--- src/mac_pkg.sv ---
`default_nettype none

package mac_pkg;

    localparam int PRICE_W = 16;
    localparam int MARGIN_W = 16;
    localparam int SIG_W = 2;

    localparam int SHORT_WINDOW_DEF = 10;
    localparam int LONG_WINDOW_DEF = 30;

    localparam logic [MARGIN_W-1:0] MARGIN_RESET = 16'd3277;

    localparam logic [SIG_W-1:0] SIG_NONE = 2'd0;
    localparam logic [SIG_W-1:0] SIG_BUY = 2'd1;
    localparam logic [SIG_W-1:0] SIG_SELL = 2'd2;

    // Load enables of the two register stages of a constant divider
    typedef struct packed {
        logic mul;
        logic fix;
    } div_en_t;

endpackage

`default_nettype wire

--- src/mac_in_if.sv ---
`default_nettype none

interface mac_in_if;
    logic                         valid;
    logic                         ready;
    logic                         has_price;
    logic [mac_pkg::PRICE_W-1:0]  price;

    modport source (output valid, output has_price, output price, input ready);
    modport sink (input valid, input has_price, input price, output ready);
endinterface

`default_nettype wire

--- src/mac_out_if.sv ---
`default_nettype none

interface mac_out_if;
    logic                         valid;
    logic                         ready;
    logic [mac_pkg::SIG_W-1:0]    trade_signal;
    logic [mac_pkg::PRICE_W-1:0]  short_mean;
    logic [mac_pkg::PRICE_W-1:0]  long_mean;

    modport source (output valid, output trade_signal, output short_mean,
                    output long_mean, input ready);
    modport sink (input valid, input trade_signal, input short_mean,
                  input long_mean, output ready);
endinterface

`default_nettype wire

--- src/mac_cfg_if.sv ---
`default_nettype none

interface mac_cfg_if;
    logic                          valid;
    logic                          ready;
    logic [mac_pkg::MARGIN_W-1:0]  margin;

    modport source (output valid, output margin, input ready);
    modport sink (input valid, input margin, output ready);
endinterface

`default_nettype wire

--- src/mac_cell.sv ---
`default_nettype none

module mac_cell
(
    input  wire logic                         clk,
    input  wire logic                         shift,
    input  wire logic [mac_pkg::PRICE_W-1:0]  din,
    output logic      [mac_pkg::PRICE_W-1:0]  dout
);

    logic [mac_pkg::PRICE_W-1:0] value_reg;

    always_ff @(posedge clk)
    begin
        if (shift)
        begin
            value_reg <= din;
        end
    end

    assign dout = value_reg;

endmodule

`default_nettype wire

--- src/mac_history.sv ---
`default_nettype none

module mac_history
#(
    parameter int DEPTH = 30,
    parameter int SHORT_TAP = 10,
    parameter int LONG_TAP = 30
)
(
    input  wire logic                         clk,
    input  wire logic                         shift,
    input  wire logic [mac_pkg::PRICE_W-1:0]  din,
    output logic      [mac_pkg::PRICE_W-1:0]  tap_short,
    output logic      [mac_pkg::PRICE_W-1:0]  tap_long
);

    logic [mac_pkg::PRICE_W-1:0] chain [DEPTH];

    // Cell 0 holds the newest price; cell k holds the price k beats older than it
    for (genvar k = 0; k < DEPTH; k++)
    begin : g_cell
        if (k == 0)
        begin : g_head
            mac_cell u_cell (.clk(clk), .shift(shift), .din(din), .dout(chain[k]));
        end
        else
        begin : g_body
            mac_cell u_cell (.clk(clk), .shift(shift), .din(chain[k-1]), .dout(chain[k]));
        end
    end

    assign tap_short = chain[SHORT_TAP-1];
    assign tap_long  = chain[LONG_TAP-1];

endmodule

`default_nettype wire

--- src/mac_cdiv.sv ---
`default_nettype none

module mac_cdiv
#(
    parameter int WIDTH = 20,
    parameter int DIVISOR = 10
)
(
    input  wire logic                    clk,
    input  wire mac_pkg::div_en_t        en,
    input  wire logic [WIDTH-1:0]        x,
    output logic      [WIDTH-1:0]        q
);

    localparam int RW = WIDTH + 1;
    localparam int PW = WIDTH + RW;
    localparam logic [RW-1:0] RECIP = RW'((64'd1 << WIDTH) / DIVISOR);
    localparam logic [WIDTH-1:0] DIV_W = WIDTH'(DIVISOR);

    logic [PW-1:0]    prod_reg;
    logic [WIDTH-1:0] x_reg;
    logic [WIDTH-1:0] q_reg;
    logic [WIDTH-1:0] q0;
    logic [WIDTH-1:0] back;
    logic [WIDTH-1:0] rem;
    logic [WIDTH-1:0] q_next;

    always_ff @(posedge clk)
    begin
        if (en.mul)
        begin
            prod_reg <= PW'(x) * PW'(RECIP);
            x_reg    <= x;
        end
        if (en.fix)
        begin
            q_reg <= q_next;
        end
    end

    // Estimate is low by at most one; fix with one compare and subtract
    always_comb
    begin
        q0     = prod_reg[2*WIDTH-1:WIDTH];
        back   = q0 * DIV_W;
        rem    = x_reg - back;
        q_next = (rem >= DIV_W) ? q0 + WIDTH'(1) : q0;
    end

    assign q = q_reg;

endmodule

`default_nettype wire

--- src/moving_average_crossover_detector.sv ---
// Pipeline: a result beat is registered through stages b, c, d and e after its input beat is accepted.
// Throughput: one input beat per cycle unless result.ready stalls; the running-sum
// update in the input stage sets that figure, one add and one subtract per beat.
// Reset: sums, fill count, trend mode and latched signal clear, margin returns to 3277.
// The price history cells are not cleared; no cell is read before it is written.
`default_nettype none

module moving_average_crossover_detector
#(
    parameter int SHORT_WINDOW = mac_pkg::SHORT_WINDOW_DEF,
    parameter int LONG_WINDOW = mac_pkg::LONG_WINDOW_DEF
)
(
    input  wire logic  clk,
    input  wire logic  rst_n,
    mac_in_if.sink     tick,
    mac_out_if.source  result,
    mac_cfg_if.sink    cfg
);

    localparam int PW = mac_pkg::PRICE_W;
    localparam int HIST = (SHORT_WINDOW > LONG_WINDOW) ? SHORT_WINDOW : LONG_WINDOW;
    localparam int FW = $clog2(HIST + 1);
    localparam int SSW = PW + $clog2(SHORT_WINDOW + 1);
    localparam int LSW = PW + $clog2(LONG_WINDOW + 1);
    localparam int SCW = PW + $clog2(SHORT_WINDOW + 1) + $clog2(LONG_WINDOW + 1);
    localparam int MW = SCW + mac_pkg::MARGIN_W;

    typedef enum logic [1:0] {
        MODE_NONE,
        MODE_HIGH,
        MODE_LOW
    } mode_t;

    // Configuration
    logic [mac_pkg::MARGIN_W-1:0] margin_reg;

    // Running state
    logic [FW-1:0]  fill_reg;
    logic [FW-1:0]  fill_next;
    logic [SSW-1:0] short_sum_reg;
    logic [SSW-1:0] short_sum_next;
    logic [LSW-1:0] long_sum_reg;
    logic [LSW-1:0] long_sum_next;
    logic [PW-1:0]  tap_short;
    logic [PW-1:0]  tap_long;
    logic           accept;
    logic           shift;

    // Pipeline stages
    logic           b_v_reg, b_has_reg, b_full_reg;
    logic [SSW-1:0] b_s_reg;
    logic [LSW-1:0] b_l_reg;

    logic           c_v_reg, c_has_reg, c_full_reg;
    logic [SSW-1:0] c_s_reg;
    logic [LSW-1:0] c_l_reg;
    logic [SCW-1:0] c_ss_reg;
    logic [SCW-1:0] c_ls_reg;

    logic           d_v_reg, d_has_reg, d_full_reg;
    logic [MW-1:0]  d_sm_reg;
    logic [SCW-1:0] d_diff_reg;
    logic           d_s_gt_reg, d_l_gt_reg;

    logic           e_v_reg;
    mode_t          mode_reg;
    logic [mac_pkg::SIG_W-1:0] trade_reg;

    logic ready_b, ready_c, ready_d, ready_e;
    logic sell, buy;
    logic [MW-1:0] diff_up;

    logic [SSW-1:0] s_div_x;
    logic [LSW-1:0] l_div_x;
    logic [SSW-1:0] s_avg;
    logic [LSW-1:0] l_avg;
    mac_pkg::div_en_t div_en;

    assign ready_e = !e_v_reg || result.ready;
    assign ready_d = !d_v_reg || ready_e;
    assign ready_c = !c_v_reg || ready_d;
    assign ready_b = !b_v_reg || ready_c;

    assign tick.ready = ready_b;
    assign accept = tick.valid && ready_b;
    assign shift = accept && tick.has_price;

    assign cfg.ready = 1'b1;

    always_ff @(posedge clk or negedge rst_n)
    begin
        if (!rst_n)
        begin
            margin_reg <= mac_pkg::MARGIN_RESET;
        end
        else if (cfg.valid)
        begin
            margin_reg <= cfg.margin;
        end
    end

    mac_history #(
        .DEPTH(HIST),
        .SHORT_TAP(SHORT_WINDOW),
        .LONG_TAP(LONG_WINDOW)
    ) u_history (
        .clk(clk),
        .shift(shift),
        .din(tick.price),
        .tap_short(tap_short),
        .tap_long(tap_long)
    );

    // Drop the price leaving each window once that window is full, add the new one
    always_comb
    begin
        short_sum_next = short_sum_reg;
        long_sum_next  = long_sum_reg;
        fill_next      = fill_reg;
        if (tick.has_price)
        begin
            short_sum_next = short_sum_reg + SSW'(tick.price)
                - ((fill_reg >= FW'(SHORT_WINDOW)) ? SSW'(tap_short) : SSW'(0));
            long_sum_next = long_sum_reg + LSW'(tick.price)
                - ((fill_reg >= FW'(LONG_WINDOW)) ? LSW'(tap_long) : LSW'(0));
            if (fill_reg != FW'(HIST))
            begin
                fill_next = fill_reg + FW'(1);
            end
        end
    end

    always_ff @(posedge clk or negedge rst_n)
    begin
        if (!rst_n)
        begin
            fill_reg      <= '0;
            short_sum_reg <= '0;
            long_sum_reg  <= '0;
        end
        else if (accept)
        begin
            fill_reg      <= fill_next;
            short_sum_reg <= short_sum_next;
            long_sum_reg  <= long_sum_next;
        end
    end

    // Valid bits of the middle stages
    always_ff @(posedge clk or negedge rst_n)
    begin
        if (!rst_n)
        begin
            b_v_reg <= 1'b0;
            c_v_reg <= 1'b0;
            d_v_reg <= 1'b0;
        end
        else
        begin
            if (ready_b)
            begin
                b_v_reg <= tick.valid;
            end
            if (ready_c)
            begin
                c_v_reg <= b_v_reg;
            end
            if (ready_d)
            begin
                d_v_reg <= c_v_reg;
            end
        end
    end

    always_ff @(posedge clk)
    begin
        if (ready_b)
        begin
            b_has_reg  <= tick.has_price;
            b_full_reg <= (fill_next == FW'(HIST));
            b_s_reg    <= short_sum_next;
            b_l_reg    <= long_sum_next;
        end
        if (ready_c)
        begin
            c_has_reg  <= b_has_reg;
            c_full_reg <= b_full_reg;
            c_s_reg    <= b_s_reg;
            c_l_reg    <= b_l_reg;
            c_ss_reg   <= SCW'(b_s_reg) * SCW'(LONG_WINDOW);
            c_ls_reg   <= SCW'(b_l_reg) * SCW'(SHORT_WINDOW);
        end
        if (ready_d)
        begin
            d_has_reg  <= c_has_reg;
            d_full_reg <= c_full_reg;
            d_sm_reg   <= MW'(c_ss_reg) * MW'(margin_reg);
            d_s_gt_reg <= c_ss_reg > c_ls_reg;
            d_l_gt_reg <= c_ls_reg > c_ss_reg;
            d_diff_reg <= (c_ss_reg > c_ls_reg) ? c_ss_reg - c_ls_reg : c_ls_reg - c_ss_reg;
        end
    end

    // Averages read zero until the history is full
    assign s_div_x = c_full_reg ? c_s_reg : '0;
    assign l_div_x = c_full_reg ? c_l_reg : '0;
    assign div_en.mul = ready_d;
    assign div_en.fix = ready_e;

    mac_cdiv #(.WIDTH(SSW), .DIVISOR(SHORT_WINDOW)) u_short_div (
        .clk(clk),
        .en(div_en),
        .x(s_div_x),
        .q(s_avg)
    );

    mac_cdiv #(.WIDTH(LSW), .DIVISOR(LONG_WINDOW)) u_long_div (
        .clk(clk),
        .en(div_en),
        .x(l_div_x),
        .q(l_avg)
    );

    // Scaled gap between the windows against the margin share of the short sum
    assign diff_up = {d_diff_reg, {mac_pkg::MARGIN_W{1'b0}}};
    assign sell = d_l_gt_reg && (diff_up > d_sm_reg);
    assign buy  = d_s_gt_reg && (diff_up > d_sm_reg);

    always_ff @(posedge clk or negedge rst_n)
    begin
        if (!rst_n)
        begin
            e_v_reg   <= 1'b0;
            mode_reg  <= MODE_NONE;
            trade_reg <= mac_pkg::SIG_NONE;
        end
        else if (ready_e)
        begin
            e_v_reg <= d_v_reg;
            if (d_v_reg && !d_full_reg)
            begin
                trade_reg <= mac_pkg::SIG_NONE;
            end
            else if (d_v_reg && d_has_reg)
            begin
                case (mode_reg)
                    MODE_HIGH:
                    begin
                        if (sell)
                        begin
                            mode_reg  <= MODE_LOW;
                            trade_reg <= mac_pkg::SIG_SELL;
                        end
                    end
                    MODE_LOW:
                    begin
                        if (buy)
                        begin
                            mode_reg  <= MODE_HIGH;
                            trade_reg <= mac_pkg::SIG_BUY;
                        end
                    end
                    default:
                    begin
                        trade_reg <= mac_pkg::SIG_NONE;
                        mode_reg  <= d_s_gt_reg ? MODE_HIGH : MODE_LOW;
                    end
                endcase
            end
        end
    end

    assign result.valid        = e_v_reg;
    assign result.trade_signal = trade_reg;
    assign result.short_mean   = s_avg[PW-1:0];
    assign result.long_mean    = l_avg[PW-1:0];

    a_fill_bound: assert property (@(posedge clk) disable iff (!rst_n)
        fill_reg <= FW'(HIST))
        else $error("fill count beyond history depth");

    a_none_mode: assert property (@(posedge clk) disable iff (!rst_n)
        (mode_reg == MODE_NONE) |-> (trade_reg == mac_pkg::SIG_NONE))
        else $error("signal latched while trend undetermined");

    a_trade_moves: assert property (@(posedge clk) disable iff (!rst_n)
        (trade_reg != $past(trade_reg)) |-> $past(ready_e && d_v_reg))
        else $error("signal changed without a decision beat");

endmodule

`default_nettype wire
--- src/flat_wrapper.sv ---
// flat-port wrapper written by rule: the top's interface ports become plain ports
module moving_average_crossover_detector_flat 
#(
    parameter int SHORT_WINDOW = mac_pkg::SHORT_WINDOW_DEF,
    parameter int LONG_WINDOW = mac_pkg::LONG_WINDOW_DEF
)
  (clk, rst_n, tick_valid, tick_has_price, tick_price, tick_ready, result_valid, result_trade_signal, result_short_mean, result_long_mean, result_ready, cfg_valid, cfg_margin, cfg_ready);
  mac_in_if tick_i ();
  mac_out_if result_i ();
  mac_cfg_if cfg_i ();
  input  wire logic clk;
  input  wire logic rst_n;
  input wire logic [$bits(tick_i.valid)-1:0] tick_valid;
  input wire logic [$bits(tick_i.has_price)-1:0] tick_has_price;
  input wire logic [$bits(tick_i.price)-1:0] tick_price;
  output wire logic [$bits(tick_i.ready)-1:0] tick_ready;
  output wire logic [$bits(result_i.valid)-1:0] result_valid;
  output wire logic [$bits(result_i.trade_signal)-1:0] result_trade_signal;
  output wire logic [$bits(result_i.short_mean)-1:0] result_short_mean;
  output wire logic [$bits(result_i.long_mean)-1:0] result_long_mean;
  input wire logic [$bits(result_i.ready)-1:0] result_ready;
  input wire logic [$bits(cfg_i.valid)-1:0] cfg_valid;
  input wire logic [$bits(cfg_i.margin)-1:0] cfg_margin;
  output wire logic [$bits(cfg_i.ready)-1:0] cfg_ready;
  assign tick_i.valid = tick_valid;
  assign tick_i.has_price = tick_has_price;
  assign tick_i.price = tick_price;
  assign tick_ready = tick_i.ready;
  assign result_valid = result_i.valid;
  assign result_trade_signal = result_i.trade_signal;
  assign result_short_mean = result_i.short_mean;
  assign result_long_mean = result_i.long_mean;
  assign result_i.ready = result_ready;
  assign cfg_i.valid = cfg_valid;
  assign cfg_i.margin = cfg_margin;
  assign cfg_ready = cfg_i.ready;
  moving_average_crossover_detector #(.SHORT_WINDOW(SHORT_WINDOW), .LONG_WINDOW(LONG_WINDOW)) u_core (.clk(clk), .rst_n(rst_n), .tick(tick_i), .result(result_i), .cfg(cfg_i));
endmodule
--- config.mk ---
export PLATFORM = sky130hd
export DESIGN_NAME = moving_average_crossover_detector_flat
export DESIGN_NICKNAME = d
export VERILOG_FILES = /design/src/mac_pkg.sv /design/src/mac_in_if.sv /design/src/mac_out_if.sv /design/src/mac_cfg_if.sv /design/src/mac_cell.sv /design/src/mac_history.sv /design/src/mac_cdiv.sv /design/src/moving_average_crossover_detector.sv /design/src/flat_wrapper.sv
export SDC_FILE = /design/constraint.sdc
export NUM_CORES = 2
export LEC_CHECK = 0
export BUFFER_PORTS_ARGS = -buffer_cell sky130_fd_sc_hd__buf_2
export CAP_MARGIN = 15
export CORE_UTILIZATION = 70
export DETAILED_ROUTE_END_ITERATION = 8
export PLACE_DENSITY_LB_ADDON = 0.1
export SLEW_MARGIN = 20
export SYNTH_ARGS = -nofsm -noshare
export SYNTH_HDL_FRONTEND = slang
export SYNTH_SLANG_ARGS = --single-unit
--- constraint.sdc ---
create_clock -name clk -period 27.3 [get_ports clk]
set_input_delay 4.095 -clock clk [delete_from_list [all_inputs] [get_ports clk]]
set_output_delay 4.095 -clock clk [all_outputs]
set_load 0.02 [all_outputs]
-- After elaboration in Yosys (flattened, before gate mapping)
Index checks and enable logic that the tools add are counted.
- register bits: 901
- output and inout bits: 37
- $add $sub $neg: 11
- $mul: 7
- order comparisons: 7
- equality and inequality tests: 8
- mux-type cells: 18
- bitwise gates (word level): 1
- reductions and logical operators: 18
- operator list (cell ; number):
    two-way mux 16 bit ; 4
    > comparator 25 bit ; 2
    subtractor 25 bit ; 2
    two-way mux 21 bit ; 2
    subtractor 21 bit ; 2
    > comparator 41 bit ; 1
    multiplier 24 x 16 -> 40 bit ; 1
    two-way mux 20 bit ; 2
    subtractor 20 bit ; 2
    multiplier 21 x 17 -> 38 bit, second input constant ; 1
    multiplier 20 x 17 -> 37 bit, second input constant ; 1
    adder 16 x 1 -> 16 bit, second input constant ; 2
    two-way mux 25 bit ; 1
    multiplier 20 x 4 -> 24 bit, second input constant ; 1
    multiplier 21 x 3 -> 24 bit, second input constant ; 1
    adder 21 x 16 -> 21 bit ; 1
    greater-or-equal comparator 21 x 5 -> 1 bit, second input constant ; 1
    adder 20 x 16 -> 20 bit ; 1
    greater-or-equal comparator 20 x 4 -> 1 bit, second input constant ; 1
    multiplier 17 x 4 -> 20 bit, second input constant ; 1
    multiplier 17 x 3 -> 19 bit, second input constant ; 1
    two-way mux 2 bit ; 5
    two-way mux 5 bit ; 2
    one-hot mux 2 bit (2 select lines) ; 2
    other kinds (16) ; 30

-- Depth between registers and ports, before layout
- word-level depth: 7
- mapped depth: 27
- gate-level depth less buffers: 26

-- Hierarchy
Synthesis repeated with hierarchy kept, for this count alone.
- cells, all modules: 5344
- area total of the unflattened synthesis: 62150.9 sq um
- modules (own cells, without submodules) (module ; times used ; cells each ; area an instance (sq um)):
    moving_average_crossover_detector ; 1 ; 3208 ; 30983.5
    mac_cell ; 30 ; 16 ; 480.5
    mac_cdiv at u_core.u_short_div ; 1 ; 916 ; 9228.9
    mac_cdiv at u_core.u_long_div ; 1 ; 740 ; 7524.7

-- Least setup slack after synthesis
Ideal clock, no wire load.
- kind: in2reg
- from: input port result_ready
- to: register u_core.long_sum_reg[12]
- setup time: 0.727 ns
- arrival time: 19.731 ns
- setup slack: 6.842 ns
- cell stages on the path: 7
- buffers on the path: 2
- cells stage by stage: nor2b_1 nand4_1 nand3_1 inv_1 clkbuf_1 clkbuf_1 o21ai_0
- longest elaborated chain between the ends: 5
- ends and longest elaborated chain (what ; line ; RTL):
    start, declared ; flat_wrapper.sv:21 ; input wire logic [$bits(result_i.ready)-1:0] result_ready;
    logical OR 1 bit ; moving_average_crossover_detector.sv:80 ; assign ready_e = !e_v_reg || result.ready;
    logical OR 1 bit ; moving_average_crossover_detector.sv:81 ; assign ready_d = !d_v_reg || ready_e;
    logical OR 1 bit ; moving_average_crossover_detector.sv:82 ; assign ready_c = !c_v_reg || ready_d;
    logical OR 1 bit ; moving_average_crossover_detector.sv:83 ; assign ready_b = !b_v_reg || ready_c;
    named net tick_ready ; flat_wrapper.sv:16 ; output wire logic [$bits(tick_i.ready)-1:0] tick_ready;
    logical AND 1 bit ; moving_average_crossover_detector.sv:86 ; assign accept = tick.valid && ready_b;
    end signal, assigned ; moving_average_crossover_detector.sv:146 ; long_sum_reg <= long_sum_next;
    end, declared ; moving_average_crossover_detector.sv:43 ; logic [LSW-1:0] long_sum_reg;
The timed path passes the listed nets, and every way through them passes these cells.
A chain may end at the register's enable or synchronous reset.

-- Worst setup path in the final report
- from: input port result_ready
- to: output port tick_ready
- longest elaborated chain between the ends: 4
- ends and longest elaborated chain (what ; line):
    logical OR 1 bit ; moving_average_crossover_detector.sv:80
    logical OR 1 bit ; moving_average_crossover_detector.sv:81
    logical OR 1 bit ; moving_average_crossover_detector.sv:82
    logical OR 1 bit ; moving_average_crossover_detector.sv:83
    end, declared ; flat_wrapper.sv:16
No other way between the ends.

==> impl_metrics.env <==
export IMPL_wl_per_cell_microns=19.8
export IMPL_rsz0062_at_grt="no"
export IMPL_cts_num_sinks=854
export IMPL_routed_wl_mm=128
export IMPL_postSynthAreaPerCell_sq_um=11.7
export IMPL_boundaryPins=75
export IMPL_crit_arrival_ns=4.97
export IMPL_cts_buffers=88
export IMPL_fin_crit_sh_pct=33.2
export IMPL_num_vias=38100
export IMPL_drt_iter0_drc=2591
export IMPL_synth_top_family_by_area="adder cells"
export IMPL_cts_tree="done"
export IMPL_io_buffer_count=73
export IMPL_synth_distinct_cells=90
export IMPL_synth_fp_nets=6435
export IMPL_ys_seq_area_share_pct=41.5
export IMPL_cts_repair_resized=0
export IMPL_gp_congestion=0.897
export IMPL_worstPathCellList="buf_2 -> nor2b_1 -> nand4_1 -> buf_2"
export IMPL_coreArea_sq_um=85700
export IMPL_synth_adder_area_share_pct=31.3
export IMPL_initial_utilization_pct=71.2
export IMPL_dp_hpwl_mm=92.8
export IMPL_worstPathMaxFanout=4
export IMPL_whs_endpoint="u_core.u_history.g_cell[4].g_body.u_cell.dout[15]$_DFFE_PP_"
export IMPL_viasPerCell=5.87
export IMPL_synth_area_top_cells="edfxtp_1 39%, fa_1 18%, ha_1 13%"
export IMPL_synth_top_area_share_pct=38.6
export IMPL_grt_pass1_wl_mm=209
export IMPL_ctsHoldBuffers=0
export IMPL_fp_dieArea_sq_um=88300
export IMPL_largest_reg_flops=464
export IMPL_fmax_ghz=0.110
export IMPL_ys_ff_latch=854
export IMPL_outcome="completed"
export IMPL_path_class="input port to output pin"
export IMPL_drc_errors=0
export IMPL_critPathCaptureType="output pin"
export IMPL_nFillCells=5505
export IMPL_worst_skew_pair_late_latency_ns=0.67
export IMPL_hp_class="flop to flop"
export IMPL_relSlewSlack_pct=25.7
export IMPL_synthMuxAreaShare_pct=1.02
export IMPL_critical_path_buf_inv_count=2
export IMPL_worstReg2RegEnd="u_core.d_sm_reg[40]$_DFFE_PP_"
export IMPL_finalSetupViolCount=0
export IMPL_reg2reg_slack_ns=19.28
export IMPL_area_sequential_sq_um=25300
export IMPL_clk_pin_slew_ns=0.07
export IMPL_yosys_area_top_type="edfxtp_1"
export IMPL_grt_max_degree=216
export IMPL_final_setup_tns_ns=0
export IMPL_netlist_area_sq_um=61000
export IMPL_hold_viol=0
export IMPL_syn_inst=5198
export IMPL_worst_hold_startpoint="u_core.u_history.g_cell[3].g_body.u_cell.dout[15]$_DFFE_PP_"
export IMPL_r2r_worst_path_cells=23
export IMPL_ant_nets=0
export IMPL_clockBufferDepth=3
export IMPL_antenna_found_initial=3
export IMPL_post_cts_buffers=0
export IMPL_yosys_area_share_simple_pct=8.86
export IMPL_hold_depth=0
export IMPL_gr_total_overflow=0
export IMPL_grt_pass1_vias=39900
export IMPL_worst_endpoint_required_ns=23.20
export IMPL_area_growth_pct=7.57
export IMPL_synthArstFlopShare_pct=8.20
export IMPL_slowest_delay_ns=0.41
export IMPL_cap_violations=0
export IMPL_synth_xor_area_share_pct=3.37
export IMPL_cp_top_family="simple AND/OR/NAND/NOR gates"
export IMPL_tightestPinTransition_ns=1.12
export IMPL_cp_start_kind="input port"
export IMPL_slew_viol_final=0
export IMPL_synth_compound_area_share_pct=7.46
export IMPL_cts_max_level=3
export IMPL_fin_crit_ns=9.07
export IMPL_grt_util_all_layers_pct=30.2
export IMPL_finClkSkew_ns=0.0283
export IMPL_synthFlopType="edfxtp_1"
export IMPL_die_y_microns=297
export IMPL_synth_edf_count=784
export IMPL_reg2reg_from="u_core.margin_reg[5]$_DFFE_PN0P_"
export IMPL_cts_root_buf="clkbuf_16"
export IMPL_fp_dieW_microns=297
export IMPL_drive_above_1_share_pct=5.73
export IMPL_fin_nets=6504
export IMPL_multi_input_area_sq_um=31800
export IMPL_drtPass1Iterations=6
export IMPL_cp_common_cell="buf_2"
export IMPL_slowest_stage="nor2b_1"
export IMPL_yosys_warnings=0
export IMPL_fp_row_count=107
layer usage:
layer / vias up / part of all wire (%) / track usage [%]
li1: 17600 / - / -
met1: 19000 / 42 / 40.7
met2: 1100 / 49 / 51.0
met3: 262 / 5.3 / 3.69
met4: 2 / 3.2 / 10.6
met5: - / 0.0093 / 0
how the worst max path moves through the flow:
stage               depth (start not counted)  slack (ns)                             endpoint    startpoint
global route                                4       18.13                           tick_ready  result_ready
CTS                                         4       18.22                           tick_ready  result_ready
global placement                            4       18.27                           tick_ready  result_ready
floorplan                                   7        6.84  u_core.long_sum_reg[12]$_DFFE_PN0P_  result_ready
detailed placement                          4       18.23                           tick_ready  result_ready
finish                                      4       18.23                           tick_ready  result_ready
worst register-to-register path, stage by stage, from the launching register on:
cell       delay, ns
dfrtp_1         1.01
nand2_1         0.21
fa_1            0.55
inv_1           0.05
fa_1            0.53
inv_1           0.05
fa_1            0.51
inv_1           0.05
fa_1            0.48
inv_1           0.06
fa_1            0.53
inv_1           0.06
fa_1            0.47
ha_1            0.36
and4_1          0.25
and3_1          0.20
and4b_1         0.23
o31ai_1         0.75
o21ba_2         0.33
o2111ai_1       0.16
a221oi_1        0.50
o21ai_0         0.15
a21oi_1         0.19
xnor2_1         0.08
final cells by class:
type / instances / area share [%]
multi-input cells: 3297 / 48.4
flip-flops and latches: 854 / 38.6
well taps: 1144 / 2.18
inverters: 928 / 5.32
clock inverters: 53 / 1.15
repair buffers: 98 / 0.871
clock buffers: 108 / 3.52
diodes: 1 / 0.00381
cell families after synthesis:
logic type,Yosys count
adders and majority gates,1199
and+or+nand+nor,1101
buffers and inverters,1047
DFF,854
AOI/OAI and AO/OA,704
xor gates and xnor gates,235
muxes,57
other,1
placed cells by master, fill, tap and decap left out, drive strengths merged, types with 21 or more instances in the layout:
cell	synthesis	routed
a211oi	25	25
a21o	79	79
a21oi	196	196
a31oi	25	25
and2	186	186
and3	25	25
buf	16	98
clkbuf	103	108
clkinv	0	32
dfrtp	63	63
edfxtp	784	784
fa	546	546
ha	653	653
inv	928	931
mux2	41	41
nand2	452	452
nand2b	32	32
nand3	49	49
nand4	36	36
nor2	126	126
nor2b	49	49
nor3	63	63
o21a	29	29
o21ai	160	160
o21bai	24	24
or3	21	21
xnor2	175	175
xor2	60	60
Yosys cell counts, types with 79 or more instances:
master	n
clkbuf_1	102
nand2_1	452
a21o_1	79
edfxtp_1	784
ha_1	653
a21oi_1	194
xnor2_1	175
o21ai_0	158
and2_1	186
inv_1	927
nor2_1	126
fa_1	546
stage by stage:
stage	hold slack [ns]	area (sq um)	utilization, %	setup WS [ns]	instances
CTS	0.416	65600	76.6	18.22	6482
finish	0.412	65600	76.6	18.23	6483
floorplan	0.400	61000	-	6.84	5198
global route	0.420	65600	76.6	18.13	6483
detailed placement	0.405	62600	73.0	18.23	6321
global placement	0.401	62600	73.0	18.27	6321
Power is not shown: default switching activity piles up to over one toggle a cycle in this logic, so the estimate is an artifact.
